### config.mk
export PLATFORM = sky130hd
export DESIGN_NAME = calendar_date_counter
export DESIGN_NICKNAME = d
export VERILOG_FILES = /design/src/sv/cdc_pkg.sv /design/src/sv/cdc_step_unit.sv /design/src/sv/calendar_date_counter.sv
export SDC_FILE = /design/constraint.sdc
export NUM_CORES = 1
export LEC_CHECK = 0
export BUFFER_PORTS_ARGS = -buffer_cell sky130_fd_sc_hd__buf_2
export CORE_MARGIN = 2
export CORE_UTILIZATION = 25
export CTS_BUF_LIST = sky130_fd_sc_hd__clkbuf_2 sky130_fd_sc_hd__clkbuf_4 sky130_fd_sc_hd__clkbuf_8
export DETAILED_ROUTE_END_ITERATION = 16
export SYNTH_ARGS = -nofsm -noshare
export SYNTH_HDL_FRONTEND = slang
export SYNTH_SLANG_ARGS = --single-unit
### constraint.sdc
create_clock -name clk -period 6.2 [get_ports clk]
set_input_delay 0.62 -clock clk [delete_from_list [all_inputs] [get_ports clk]]
set_output_delay 0.62 -clock clk [all_outputs]
set_load 0.03 [all_outputs]
### src/sv/cdc_pkg.sv
`default_nettype none
// ----------------------------------------------------------------------------
// Calendar date counter package
// Shared date types, operation codes, sequencer states and the Gregorian
// month-length helpers used by the day-step unit and the top level.
// ----------------------------------------------------------------------------
package cdc_pkg;

  // Default parameter values.
  localparam int MAX_YEAR_DEF    = 9999;
  localparam int COUNT_WIDTH_DEF = 16;

  // Field widths of the date, the operation code and the count port.
  localparam int DAY_W   = 5;
  localparam int MONTH_W = 4;
  localparam int YEAR_W  = 14;
  localparam int FUNC_W  = 3;
  localparam int CNT_PORT_W = 16;

  // Lowest date that is kept.
  localparam logic [YEAR_W-1:0] FLOOR_YEAR = YEAR_W'(1900);

  // Operation codes.
  localparam logic [FUNC_W-1:0] FUNC_LOAD = 3'd0;
  localparam logic [FUNC_W-1:0] FUNC_NEXT = 3'd1;
  localparam logic [FUNC_W-1:0] FUNC_PREV = 3'd2;
  localparam logic [FUNC_W-1:0] FUNC_ADD  = 3'd3;
  localparam logic [FUNC_W-1:0] FUNC_SUB  = 3'd4;

  // Multiplicative inverse of 25 modulo 4096, and the largest product that
  // a multiple of 25 can give under that inverse.
  localparam logic [11:0] INV25     = 12'd3113;
  localparam logic [11:0] DIV25_LIM = 12'd163;

  typedef struct packed {
    logic [DAY_W-1:0]   day;
    logic [MONTH_W-1:0] month;
    logic [YEAR_W-1:0]  year;
  } date_t;

  typedef struct packed {
    date_t date;
    logic  blocked;
  } step_res_t;

  typedef enum logic {
    ST_IDLE,
    ST_RUN
  } state_t;

  // Gregorian leap-year rule. A year divisible by 100 is a multiple of 4
  // whose quarter is a multiple of 25; a year divisible by 400 is then also
  // a multiple of 16. Divisibility by 25 uses the modular inverse test.
  function automatic logic is_leap(input logic [YEAR_W-1:0] year);
    logic [23:0] prod;
    logic        div25;
    prod  = {12'd0, year[13:2]} * {12'd0, INV25};
    div25 = (prod[11:0] <= DIV25_LIM);
    return (year[1:0] == 2'd0) && (!div25 || (year[3:2] == 2'd0));
  endfunction

  // Number of days in a month, given the leap flag of its year.
  function automatic logic [DAY_W-1:0] month_len(input logic [MONTH_W-1:0] month,
                                                 input logic leap);
    logic [DAY_W-1:0] len;
    case (month) inside
      4'd2:                    len = leap ? 5'd29 : 5'd28;
      4'd4, 4'd6, 4'd9, 4'd11: len = 5'd30;
      default:                 len = 5'd31;
    endcase
    return len;
  endfunction

endpackage
`default_nettype wire

### src/sv/cdc_step_unit.sv
`default_nettype none
// ----------------------------------------------------------------------------
// Calendar day-step unit
// Moves a date one day forward or back, blocking at the first day of 1900
// and at the last day of the maximum year. Shared by every step operation.
// ----------------------------------------------------------------------------
module cdc_step_unit #(
  parameter int MAX_YEAR = cdc_pkg::MAX_YEAR_DEF
) (
  input  wire cdc_pkg::date_t     cur,
  input  wire                     down,
  output cdc_pkg::step_res_t      res
);
  import cdc_pkg::*;

  logic             leap;
  logic [DAY_W-1:0] len_cur;
  logic [DAY_W-1:0] len_prev;
  logic             at_ceiling;
  logic             at_floor;

  // Month lengths of this month and of the previous one in the same year.
  assign leap       = is_leap(cur.year);
  assign len_cur    = month_len(cur.month, leap);
  assign len_prev   = month_len(cur.month - MONTH_W'(1), leap);
  assign at_ceiling = (cur.year >= YEAR_W'(MAX_YEAR)) && (cur.month == MONTH_W'(12)) &&
                      (cur.day == DAY_W'(31));
  assign at_floor   = (cur.year <= FLOOR_YEAR) && (cur.month == MONTH_W'(1)) &&
                      (cur.day == DAY_W'(1));

  // Next or previous day, or the same date when a bound blocks the step.
  always_comb begin
    res.date    = cur;
    res.blocked = 1'b0;
    if (down) begin
      if (at_floor) begin
        res.blocked = 1'b1;
      end else if (cur.day > DAY_W'(1)) begin
        res.date.day = cur.day - DAY_W'(1);
      end else if (cur.month <= MONTH_W'(1)) begin
        res.date.month = MONTH_W'(12);
        res.date.year  = cur.year - YEAR_W'(1);
        res.date.day   = DAY_W'(31);
      end else begin
        res.date.month = cur.month - MONTH_W'(1);
        res.date.day   = len_prev;
      end
    end else begin
      if (at_ceiling) begin
        res.blocked = 1'b1;
      end else if (cur.day < len_cur) begin
        res.date.day = cur.day + DAY_W'(1);
      end else begin
        res.date.day = DAY_W'(1);
        if (cur.month >= MONTH_W'(12)) begin
          res.date.month = MONTH_W'(1);
          res.date.year  = cur.year + YEAR_W'(1);
        end else begin
          res.date.month = cur.month + MONTH_W'(1);
        end
      end
    end
  end

endmodule
`default_nettype wire

### src/sv/calendar_date_counter.sv
`default_nettype none
// ----------------------------------------------------------------------------
// Calendar date counter
// Holds a Gregorian date and loads, steps or counts it by days under a
// small sequencer that reuses one day-step unit.
// ----------------------------------------------------------------------------
// Usage:
// The input channel (in_valid / in_stall) carries one operation per
// transaction: load a date, step one day forward or back, or add or subtract
// day_count days. The output channel (out_valid / out_stall) returns exactly
// one result per operation: the date afterwards with the accepted and
// clamped flags.
// A load, a single step, a zero count or an unused code gives its result in
// the cycle after the transaction. A count of n days first takes the
// transaction and then runs the day-step unit once per cycle, n times in all,
// ending early when a date bound is reached; its result is registered after
// the last step. The next transaction is taken in the cycle the result is taken,
// or at once if the output register is empty.
// While the receiver stalls, the result and date hold and in_stall stays
// high. Reset sets the date to 1 January 1900 and empties the output.
// ----------------------------------------------------------------------------
module calendar_date_counter #(
  parameter int MAX_YEAR    = cdc_pkg::MAX_YEAR_DEF,
  parameter int COUNT_WIDTH = cdc_pkg::COUNT_WIDTH_DEF
) (
  input  wire                              clk,
  input  wire                              rst,
  input  wire                              in_valid,
  output logic                             in_stall,
  input  wire  [cdc_pkg::FUNC_W-1:0]       func,
  input  wire  [cdc_pkg::DAY_W-1:0]        day_in,
  input  wire  [cdc_pkg::MONTH_W-1:0]      month_in,
  input  wire  [cdc_pkg::YEAR_W-1:0]       year_in,
  input  wire  [cdc_pkg::CNT_PORT_W-1:0]   day_count,
  output logic                             out_valid,
  input  wire                              out_stall,
  output logic [cdc_pkg::DAY_W-1:0]        day_out,
  output logic [cdc_pkg::MONTH_W-1:0]      month_out,
  output logic [cdc_pkg::YEAR_W-1:0]       year_out,
  output logic                             accepted,
  output logic                             clamped
);
  import cdc_pkg::*;

  localparam int CNT_W = (COUNT_WIDTH < CNT_PORT_W) ? COUNT_WIDTH : CNT_PORT_W;

  state_t           state, state_next;
  date_t            date, date_next;
  logic [CNT_W-1:0] remaining, remaining_next;
  logic             dir_down, dir_down_next;
  logic             out_valid_next;
  logic             accepted_next;
  logic             clamped_next;

  logic             in_take;
  logic             step_down;
  step_res_t        step;
  logic [CNT_W-1:0] count;
  logic             load_ok;

  // New transactions only when idle and the result register is free.
  assign in_stall = (state != ST_IDLE) || (out_valid && out_stall);
  assign in_take  = in_valid && !in_stall;
  assign count    = day_count[CNT_W-1:0];

  // Load check against the month length of the loaded year.
  assign load_ok = (month_in >= MONTH_W'(1)) && (month_in <= MONTH_W'(12)) &&
                   (year_in >= FLOOR_YEAR) && (year_in <= YEAR_W'(MAX_YEAR)) &&
                   (day_in >= DAY_W'(1)) &&
                   (day_in <= month_len(month_in, is_leap(year_in)));

  // The shared day-step unit works on the held date.
  assign step_down = (state == ST_RUN) ? dir_down :
                     ((func == FUNC_PREV) || (func == FUNC_SUB));

  cdc_step_unit #(
    .MAX_YEAR (MAX_YEAR)
  ) u_step (
    .cur  (date),
    .down (step_down),
    .res  (step)
  );

  // Sequencer: decode a new transaction or run one day of a count.
  always_comb begin
    state_next     = state;
    date_next      = date;
    remaining_next = remaining;
    dir_down_next  = dir_down;
    out_valid_next = out_valid && out_stall;
    accepted_next  = accepted;
    clamped_next   = clamped;
    unique case (state)
      ST_IDLE: begin
        if (in_take) begin
          unique case (func)
            FUNC_LOAD: begin
              if (load_ok) begin
                date_next.day   = day_in;
                date_next.month = month_in;
                date_next.year  = year_in;
              end
              accepted_next  = load_ok;
              clamped_next   = 1'b0;
              out_valid_next = 1'b1;
            end
            FUNC_NEXT, FUNC_PREV: begin
              date_next      = step.date;
              accepted_next  = 1'b1;
              clamped_next   = step.blocked;
              out_valid_next = 1'b1;
            end
            FUNC_ADD, FUNC_SUB: begin
              if (count == '0) begin
                accepted_next  = 1'b1;
                clamped_next   = 1'b0;
                out_valid_next = 1'b1;
              end else begin
                remaining_next = count;
                dir_down_next  = (func == FUNC_SUB);
                state_next     = ST_RUN;
              end
            end
            default: begin
              accepted_next  = 1'b0;
              clamped_next   = 1'b0;
              out_valid_next = 1'b1;
            end
          endcase
        end
      end
      ST_RUN: begin
        date_next = step.date;
        if (step.blocked || (remaining == CNT_W'(1))) begin
          accepted_next  = 1'b1;
          clamped_next   = step.blocked;
          out_valid_next = 1'b1;
          state_next     = ST_IDLE;
        end else begin
          remaining_next = remaining - CNT_W'(1);
        end
      end
      default: begin
        state_next = ST_IDLE;
      end
    endcase
  end

  // Control and date registers.
  always_ff @(posedge clk) begin
    if (rst) begin
      state      <= ST_IDLE;
      out_valid  <= 1'b0;
      date.day   <= DAY_W'(1);
      date.month <= MONTH_W'(1);
      date.year  <= FLOOR_YEAR;
    end else begin
      state     <= state_next;
      out_valid <= out_valid_next;
      date      <= date_next;
    end
  end

  // Count, direction and result flags.
  always_ff @(posedge clk) begin
    remaining <= remaining_next;
    dir_down  <= dir_down_next;
    accepted  <= accepted_next;
    clamped   <= clamped_next;
  end

  // The held date is the result date.
  assign day_out   = date.day;
  assign month_out = date.month;
  assign year_out  = date.year;

  // A count never runs with a result still waiting.
  a_run_no_result: assert property (@(posedge clk) disable iff (rst)
    (state == ST_RUN) |-> !out_valid)
    else $error("count running while a result is pending");

  // The date always stays a legal calendar date within the bounds.
  a_date_range: assert property (@(posedge clk) disable iff (rst)
    (date.month >= MONTH_W'(1)) && (date.month <= MONTH_W'(12)) &&
    (date.year >= FLOOR_YEAR) && (date.year <= YEAR_W'(MAX_YEAR)) &&
    (date.day >= DAY_W'(1)) &&
    (date.day <= month_len(date.month, is_leap(date.year))))
    else $error("date out of range");

  // A clamped result always belongs to an accepted step.
  a_clamp_accepted: assert property (@(posedge clk) disable iff (rst)
    (out_valid && clamped) |-> accepted)
    else $error("clamped flag without accepted");

  // The date does not move while a result waits on the receiver.
  a_date_holds: assert property (@(posedge clk) disable iff (rst)
    (out_valid && out_stall) |=> $stable(date))
    else $error("date changed while result stalled");

  // Remaining count never reaches zero inside a run.
  a_count_nonzero: assert property (@(posedge clk) disable iff (rst)
    (state == ST_RUN) |-> (remaining != '0))
    else $error("count run with zero days left");

endmodule
`default_nettype wire
# Yosys cells after proc, flatten, opt, wreduce, memory -nomap -nowiden
# Cells that the tools add are included.
[totals]
regBits = 44
in_bits = 46
output_inout_bits = 27
elab_cells = 153
[op_classes]
n_addsub = 7
multipliers = 2
n_lt_le_gt_ge = 14
eq_ne = 32
muxes = 51
n_bitwise = 2
reduce_logical = 36
[ops]
columns = ["op", "n"]
rows = [
  ["$mux W23", 4],
  ["$pmux W23 S2", 2],
  ["$mux W16", 4],
  ["$mux W18", 2],
  ["$pmux W16 S2", 1],
  ["$eq A4 B4 Y1 const B", 7],
  ["$mux W14", 2],
  ["$mux W5", 5],
  ["$eq A4 B3 Y1 const B", 6],
  ["$le A12 B8 Y1 const B", 2],
  ["$mul A12 B11 Y12 const B", 2],
  ["$mux W24", 1],
  ["$mux W1", 22],
  ["$eq A16 B1 Y1 const B", 1],
  ["$logic_not A16 Y1", 1],
  ["$sub A16 B1 Y16 const B", 1],
  ["$add A14 B1 Y14 const B", 1],
  ["$ge A14 B11 Y1 const B", 1],
  ["$ge A14 B14 Y1 const B", 1],
  ["$le A14 B11 Y1 const B", 1],
  ["$le A14 B14 Y1 const B", 1],
  ["$sub A14 B1 Y14 const B", 1],
  ["$logic_and A1 B1 Y1", 13],
  ["$eq A4 B2 Y1 const B", 3],
  ["other kinds (35)", 59],
]

# Logic depth before layout (Yosys ltp)
# Gate-level depths: netlist of run 1.
[logic_depth]
depth_word = 14
depth_mapped = 27
mapped_depth_nobuf = 25

# Hierarchy
# A second synthesis of run 1 with hierarchy kept.
[hier_totals]
cells_unflattened = 674
area_unflattened_um2 = 5490.3
[modules_own_cells]
columns = ["module", "n_inst", "cells_each", "area_per_inst_um2", "seq_area_each_um2"]
rows = [
  ["calendar_date_counter", 1, 379, 3414.5, 1071.0],
  ["cdc_step_unit", 1, 295, 2075.7, 0.0],
]

# Least setup slack after synthesis of run 1
# OpenSTA, ideal clock, no wires.
[synth_path]
kind = "input port to flip-flop"
startpoint = "in year_in[3] (netlist bit)"
endpoint = "reg date, in the netlist year_out[7]"
setup_ps = 132
arrival_ps = 5131
required_time_ps = 6068
slack_ps = 937
cell_stages = 26
n_path_buf = 2
cell_sequence = "ha_1 -> inv_1 -> fa_1 -> inv_1 -> ha_1 -> inv_1 -> fa_1 -> inv_1 -> a21oi_1 -> o21bai_1 -> a21o_1 -> a21oi_1 -> xnor2_1 -> a311o_1 -> a221oi_1 -> ha_1 -> nor2b_1 -> o2111ai_1 -> a21oi_1 -> nor4_1 -> nand4_1 -> and2_1 -> buf_2 -> buf_2 -> o311ai_1 -> a21oi_1"
[synth_between]
elab_chain_len = 11
word_cells_on_any_way = 17
classes_between = "1 x mul; 4 x order compare; 1 x eq/ne; 2 x mux; 9 x reduce/logical"
[synth_lines]
columns = ["element", "line_no", "source"]
rows = [
  ["from (decl)", "calendar_date_counter.sv:33", "input wire [cdc_pkg::YEAR_W-1:0] year_in,"],
  ["$mul A12 B11 Y12", "cdc_pkg.sv:57", "prod = {12'd0, year[13:2]} * {12'd0, INV25};"],
  ["$le A12 B8 Y1", "cdc_pkg.sv:58", "div25 = (prod[11:0] <= DIV25_LIM);"],
  ["$logic_not A1 Y1", "cdc_pkg.sv:59", "return (year[1:0] == 2'd0) && (!div25 || (year[3:2] == 2'd0));"],
  ["$logic_or A1 B1 Y1", "cdc_pkg.sv:59", ""],
  ["$logic_and A1 B1 Y1", "cdc_pkg.sv:59", ""],
  ["$mux W1", "cdc_pkg.sv:67", "4'd2: len = leap ? 5'd29 : 5'd28;"],
  ["$mux W5", "cdc_pkg.sv:66", "case (month) inside"],
  ["$le A5 B5 Y1", "calendar_date_counter.sv:70", "(day_in <= month_len(month_in, is_leap(year_in)));"],
  ["$logic_and A1 B1 Y1 *", "calendar_date_counter.sv:69", "(day_in >= DAY_W'(1)) &&"],
  ["$ne A3 B3 Y1 (no line) *", "--", ""],
  ["$reduce_and A3 Y1 (no line) *", "--", ""],
  ["to (signal assigned)", "calendar_date_counter.sv:160", "date <= date_next;"],
  ["to (decl)", "calendar_date_counter.sv:48", "date_t date, date_next;"],
]
# Mark *: on every way between the ends. The rest lies on a longest branch, timed or not.
# A chain may end at the register's enable or synchronous reset.

# Worst setup path after layout of run 1
[layout_path]
startpoint = "in year_in[5] (netlist bit)"
endpoint = "reg date, in the netlist day_out[1]"
# The elaborated chain is that of the path after synthesis.

==> summary.txt, run 1 <==
Run status
  • Status: completed

Worst hold path
  • Worst hold endpoint: out_valid
  • Worst hold path depth: 2
  • Min-delay src: out_valid
  • HP Class: register to register

Routing
  • Post-route DRC: 0
  • DRT Pass-1 Iters: 6
  • Initial DRC Count: 414
  • Antenna Violating Nets Remaining: 0
  • DR WL/cell: 16.13 µm
  • Drt total wl: 16020 µm
  • Vias: 5193
  • Routed vias/inst: 5.230

Floorplanning
  • Die ar.: 22180 µm²
  • Area of the core: about 21000 µm²
  • IO Pins: between 70 and 80
  • # rows: 53
  • Width of the die: about 150 µm
  • Starting Density: 25.22%
  • Die Ht: 148.9 µm

CTS
  • Root Buffer: clkbuf_8
  • Clock latency on the worst-skew pair: 300 ps
  • TritonCTS buffer count: 5
  • Post-CTS sizing: 0
  • Post-CTS setup buffers: 0
  • # clock sinks: between 40 and 50
  • CTS Hold Bufs: 0
  • CTS tree: built
  • Clock-pin slew on the worst setup and hold paths: 90 ps
  • H-tree Lvls: 2
  • Clock Path Buffers: 2

Yosys
  • Netlist cell types: 70
  • Ys async rst share: 0%
  • Multiplexer area fraction after synthesis: less than 1%
  • Flops & latches, synth: 44
  • Synth area leaders: ha_1 16%, edfxtp_1 11%, dfxtp_1 9.5%
  • Syn. warnings: 0
  • Post-synth EDFFs: 19
  • Synthesized-area fraction occupied by adder cells: 20.78%
  • Post-synth top area share: about 16%
  • Mapped Avg Cell Area: 7.956 µm²
  • Post-Synthesis Cells: 660
  • Area leader, netlist: ha_1
  • Cell Area, Synth: 5251 µm²
  • Post-Synth Simple-Gate Area: a little over a fifth
  • Ys flop type: dfxtp_1
  • Post-synthesis sequential area ratio: between 20% and 30%
  • Mapped Nets: 786
  • Largest family of logic cells by synthesized area: compound AO/OA/AOI/OAI gates
  • Post-Synth XOR/XNOR Area: 6.505%
  • Synth Area in Compound Gates: 23.16%

Final layout
  • Number of nets in the layout: 842
  • Leading cell type in the layout, fill and taps excluded: buf_2
  • Non-filler instance count after layout: a little under 1000
  • Fill count: 2288
  • Area grow syn2layout: 14.30%
  • Layout cell share with drive strength beyond 1: 15.34%
  • Commonest cells after routing, fill and taps aside: 72 x buf_2, 68 x ha_1, 64 x nor2_1, 54 x a21oi_1, 49 x inv_1

Run
  • Maximum Capacitance Violations: 0

Power and ir drop
  • Switching share of total power: around 43%
  • VDD IR max: 0.07314 mV
  • Sequential power share: between 30 and 40%
  • Pwr Density: 198.6 nW/µm²
  • P_sw: a little over 0.5 mW
  • Leakage: 2.474 nW
  • Clock group share of total power: between 10% and 20%
  • Combinational Power Share: between 50 and 60%
  • Total power: around 1.2 mW
  • P_int: 0.6848 mW

Critical path
  • R2R Setup Slk: about 1200 ps
  • Worst r2r dst: year_out[2]
  • CP Launch Type: input pin
  • Worst endpoint data arrival time: 5810 ps
  • Slowest-stage cell, CP: fa_1
  • Critical path's top delay family: compound AO/OA/AOI/OAI gates
  • CP Max Fanout: 14
  • R2R depth: 15
  • Crit path cell chain: buf_2 -> ha_1 -> inv_1 -> fa_1 -> inv_1 -> ha_1 -> ha_1 -> a21o_1 -> a21oi_1 -> o21bai_1 -> a21oi_1 -> xor2_1 -> a311o_1 -> a221oi_1 -> ha_1 -> nor2b_1 -> o2111ai_1 -> a21oi_1 -> nor4_1 -> nand4_1 -> and2_1 -> buf_4 -> buf_4 -> a2111oi_0
  • Worst path max stage delay: approximately 500 ps
  • Crit path capture type: register
  • CP Class: input pin to register
  • WP buf/inv: 5
  • Worst R2R Start: year_out[4]
  • Critical path depth: 24
  • Critical Path RT: between 6000 and 7000 ps
  • Top cell by count, worst path: ha_1

Global routing
  • Vias in the first global route: 4932
  • GR Overflow Total: 0
  • Initial antenna violation count: 3
  • Largest net degree at the start of global routing: 42
  • Global-route wire length before repair: 26140 µm
  • GRT Util Overall: 14.65%

Placement
  • Post-DP HPWL: 12390 µm
  • Placed insts: slightly below 1000
  • I/O Buffers: 72
  • Routability Congestion: 0.8621

Timing
  • Setup TNS: 0 ps
  • Fin crit share: about nine tenths
  • Final Hold Viols: 0
  • Worst-margin pin slew: 998.3 ps
  • Pins Over Slew Limit: 0
  • Achievable Freq: 0.1781 GHz
  • Min Clock Period, post-route: 5616 ps
  • RSZ-0062 raised after global routing: no
  • Worst Clk Skew: 11.65 ps
  • Final setup fails: 0
  • Relative slew slack: 33.22%
## sequential cells by signal (all words and copies together), names as in the netlist
| register | cells |
|---|---|
| day_out | 5 |
| year_out | 14 |
| remaining | 16 |
| month_out | 4 |
| accepted | 1 |
| out_valid | 1 |
| clamped | 1 |
| dir_down | 1 |
| state | 1 |
## worst max-delay path by stage
stage          slack (ps)        from      endpoint
2_1_floorplan         940  year_in[3]   year_out[7]
3_3_place_gp          380  year_in[5]    day_out[1]
3_5_place_dp          260  year_in[5]    day_out[1]
4_1_cts               560  year_in[5]    day_out[1]
5_1_grt               120  year_in[5]  month_out[2]
6_report              580  year_in[5]    day_out[1]
## cell usage after synthesis (all sizes together) (13+ instances only)
library cell  number
a21oi             54
nor2              65
inv               49
xnor2             31
dfxtp             25
nor4              20
edfxtp            19
nand4             13
ha                68
clkbuf            28
o211ai            13
o21ai             28
nand2             49
nand3             20
nor3              21
## area by class of cell
cell class / instances / area, µm² / area share, %
diodes: 1 / 2.502 / 0.04169
clock buffers: 8 / 97.59 / 1.626
inverters: 50 / 187.7 / 3.127
multi-input cells: 530 / 3841 / 64.00
flip-flops and latches: 44 / 1071 / 17.84
well taps: 275 / 344.1 / 5.733
repair buffers: 85 / 457.9 / 7.630
## stage by stage
stage	setup slack [ps]	util, %	cell area [µm²]	hold WS [ps]
2_1_floorplan	936.6	-	5251	617.2
3_3_place_gp	382.8	28.34	5902	496.7
3_5_place_dp	255.4	28.34	5902	502.1
4_1_cts	564.0	28.81	6000	521.2
5_1_grt	115.5	28.82	6002	568.7
6_report	583.6	28.82	6002	522.0
## worst min-delay path: cells and delay by family (launching register included)
kind            cells  cell delay (ps)
flops               1              350
compound gates      1               70
simple gates        1               70
## cells by family (layout without fill, tap and decap cells)
group | Yosys count | in the layout
compound gates | 179 | 179
other cells | 0 | 1
flops | 44 | 44
mux | 4 | 4
simple gates | 228 | 228
xor+xnor | 39 | 39
fa+ha+maj | 80 | 80
buf+inv | 86 | 143
## per-layer routing
metal | GRT usage, % | wire [µm] | part of all wire [%]
met4 | 3.381 | 197 | 1.2
met3 | 2.752 | 1243 | 7.8
met5 | 0 | 7 | 0.044
met1 | 20.32 | 7248 | 45
met2 | 23.59 | 7326 | 46
## power by group through the flow
stage / clock network [mW] / logic (mW) / registers, mW
2_1_floorplan: 0 / 0.463 / 0.377
3_3_place_gp: 0 / 0.619 / 0.372
3_5_place_dp: 0 / 0.629 / 0.372
4_1_cts: 0.201 / 0.632 / 0.365
5_1_grt: 0.212 / 0.713 / 0.370
6_report: 0.198 / 0.628 / 0.366
Note: power is estimated with default switching activity, not from simulation.
==> run 2, diff against run 1 <==
- BUFFER_PORTS_ARGS: -buffer_cell sky130_fd_sc_hd__buf_2 -> -buffer_cell sky130_fd_sc_hd__clkbuf_2
==> summary.txt, run 2 (synthesis gave the netlist of run 1 again) <==
Critical path
  • Critical Path RT: 6370 ps (was 6390 ps)
  • CP Launch Type: input pin (unchanged)
  • CP Class: input pin to register (unchanged)
  • Slowest-stage cell, CP: fa_1 (unchanged)
  • Crit path capture type: register (unchanged)
  • Worst endpoint data arrival time: 5900 ps (was 5810 ps)
  • CP Max Fanout: 14 (unchanged)
  • Top cell by count, worst path: inv_1 (was ha_1)
  • Worst path max stage delay: 490 ps (was 500 ps)

Global routing
  • Largest net degree at the start of global routing: 42 (unchanged)
  • Global-route wire length before repair: 25760 µm (was 26140 µm)
  • Vias in the first global route: 4880 (was 4932)
  • GRT Util Overall: 14.30% (was 14.65%)
  • Initial antenna violation count: 0 (was 3)
  • GR Overflow Total: 0 (unchanged)

Power and ir drop
  • Pwr Density: 198.8 nW/µm² (was 198.6 nW/µm²)
  • Leakage: 2.487 nW (was 2.474 nW)
  • Total power: 1.193 mW (was 1.192 mW)
  • VDD IR max: 0.08959 mV (was 0.07314 mV)

Routing
  • Drt total wl: 16060 µm (was 16020 µm)
  • DR WL/cell: 16.17 µm (was 16.13 µm)
  • Vias: 5170 (was 5193)
  • DRT Pass-1 Iters: 5 (was 6)
  • Routed vias/inst: 5.206 (was 5.230)
  • Antenna Violating Nets Remaining: 0 (unchanged)
  • Initial DRC Count: 345 (was 414)
  • Post-route DRC: 0 (unchanged)

CTS
  • CTS Hold Bufs: 0 (unchanged)
  • Clock-pin slew on the worst setup and hold paths: 90 ps (about the same)
  • Clock latency on the worst-skew pair: 300 ps (about the same)
  • Clock Path Buffers: 2 (unchanged)
  • # clock sinks: 44 (unchanged)
  • H-tree Lvls: 2 (unchanged)
  • TritonCTS buffer count: 5 (unchanged)
  • Post-CTS sizing: 0 (unchanged)
  • Post-CTS setup buffers: 0 (unchanged)
  • Root Buffer: clkbuf_8 (unchanged)
  • CTS tree: built (unchanged)

Final layout
  • Biggest register: remaining (unchanged)
  • Design Area, Final: 6005 µm² (was 6002 µm²)
  • Final antenna diode count: 0 (was 1)
  • Area grow syn2layout: 14.34% (was 14.30%)
  • Multi-input logic area: 3841 µm² (unchanged)
  • Commonest cells after routing, fill and taps aside: 73 x clkbuf_2, 68 x ha_1, 64 x nor2_1, 54 x a21oi_1, 49 x inv_1 (was 72 x buf_2, 68 x ha_1, 64 x nor2_1, 54 x a21oi_1, 49 x inv_1)
  • Non-filler instance count after layout: 993 (unchanged)
  • Number of nets in the layout: 843 (was 842)
  • Fill count: 2301 (was 2288)
  • Reg area: 1071 µm² (unchanged)
  • Final core utilization: 28.84% (was 28.82%)
  • Max reg flops: 16 (unchanged)
  • Leading cell type in the layout, fill and taps excluded: clkbuf_2 (was buf_2)
  • Layout cell share with drive strength beyond 1: 15.46% (was 15.34%)

Floorplanning
  • Die Ht: 148.9 µm (unchanged)
  • # rows: 53 (unchanged)
  • IO Pins: 73 (unchanged)
  • Area of the core: 20820 µm² (unchanged)
  • Starting Density: 25.22% (unchanged)
  • Die ar.: 22180 µm² (unchanged)
  • Width of the die: 148.9 µm (unchanged)

Placement
  • Cell Area, Placed: 5909 µm² (was 5902 µm²)
  • I/O Buffers: 72 (unchanged)
  • Placed insts: 985 (was 984)
  • Routability Congestion: 0.8818 (was 0.8621)
  • Post-DP HPWL: 12540 µm (was 12390 µm)

Timing
  • Final Hold Viols: 0 (unchanged)
  • Worst Clk Skew: 15.13 ps (was 11.65 ps)
  • Setup TNS: 0 ps (unchanged)
  • Pins Over Slew Limit: 0 (unchanged)
  • Achievable Freq: 0.1746 GHz (was 0.1781 GHz)
  • RSZ-0062 raised after global routing: no (unchanged)
  • Final setup fails: 0 (unchanged)
  • Worst-margin pin slew: 1036 ps (was 998.3 ps)
  • Fin crit share: 92.39% (was 90.59%)
  • Relative slew slack: 30.69% (was 33.22%)
  • Min Clock Period, post-route: 5728 ps (was 5616 ps)

Worst hold path
  • HP Class: register to register (unchanged)

Run
  • Maximum Capacitance Violations: 0 (unchanged)

Run status
  • Status: completed (unchanged)
## run 2: path summary, 6_finish.rpt
path	startpoint	end	slack, ps	cells after the start
setup / recovery	year_in[3]	day_out[1]	470	26
hold reg to reg	out_valid	out_valid	530	2
hold / removal	out_valid	out_valid	530	2
setup reg to reg	year_out[4]	year_out[2]	1150	15
## run 2: worst max-delay path, delay by kind of cell
| kind | cells | cell delay, ps |
|---|---|---|
| AO/OA/AOI/OAI | 9 | 1750 |
| AND/OR/NAND/NOR | 4 | 920 |
| buffers and inverters | 7 | 740 |
| adder cells (fa/ha/maj) | 5 | 1720 |
| XOR/XNOR | 1 | 120 |
## run 2: power breakdown
part / leakage, nW / switching, mW / total (mW) / internal, mW
clock network: 0.0519 / 0.0994 / 0.197 / 0.0971
registers: 0.380 / 0.0403 / 0.365 / 0.324
logic: 2.05 / 0.370 / 0.632 / 0.262
## run 2: metal layers
layer	up-vias	global-route usage, %	wire length [µm]
met5	-	0	0
met4	0	3.048	162
met3	12	2.324	1277
met2	202	23.18	7321
met1	2419	20.02	7297
li1	2537	-	-
## run 2: final cells by class
class	instances	share of cell area (%)
clock buffer	8	1.584
tap	275	5.730
inverter	50	3.126
timing repair buffer	86	7.752
multi-input combinational	530	63.97
sequential	44	17.84
## run 2: metrics by stage
stage,setup WS (ps),hold WS (ps)
floorplan,936.6,617.2
global placement,393.2,503.0
detailed placement,146.6,518.3
CTS,456.8,536.5
global route,61.03,605.1
finish,471.6,529.3
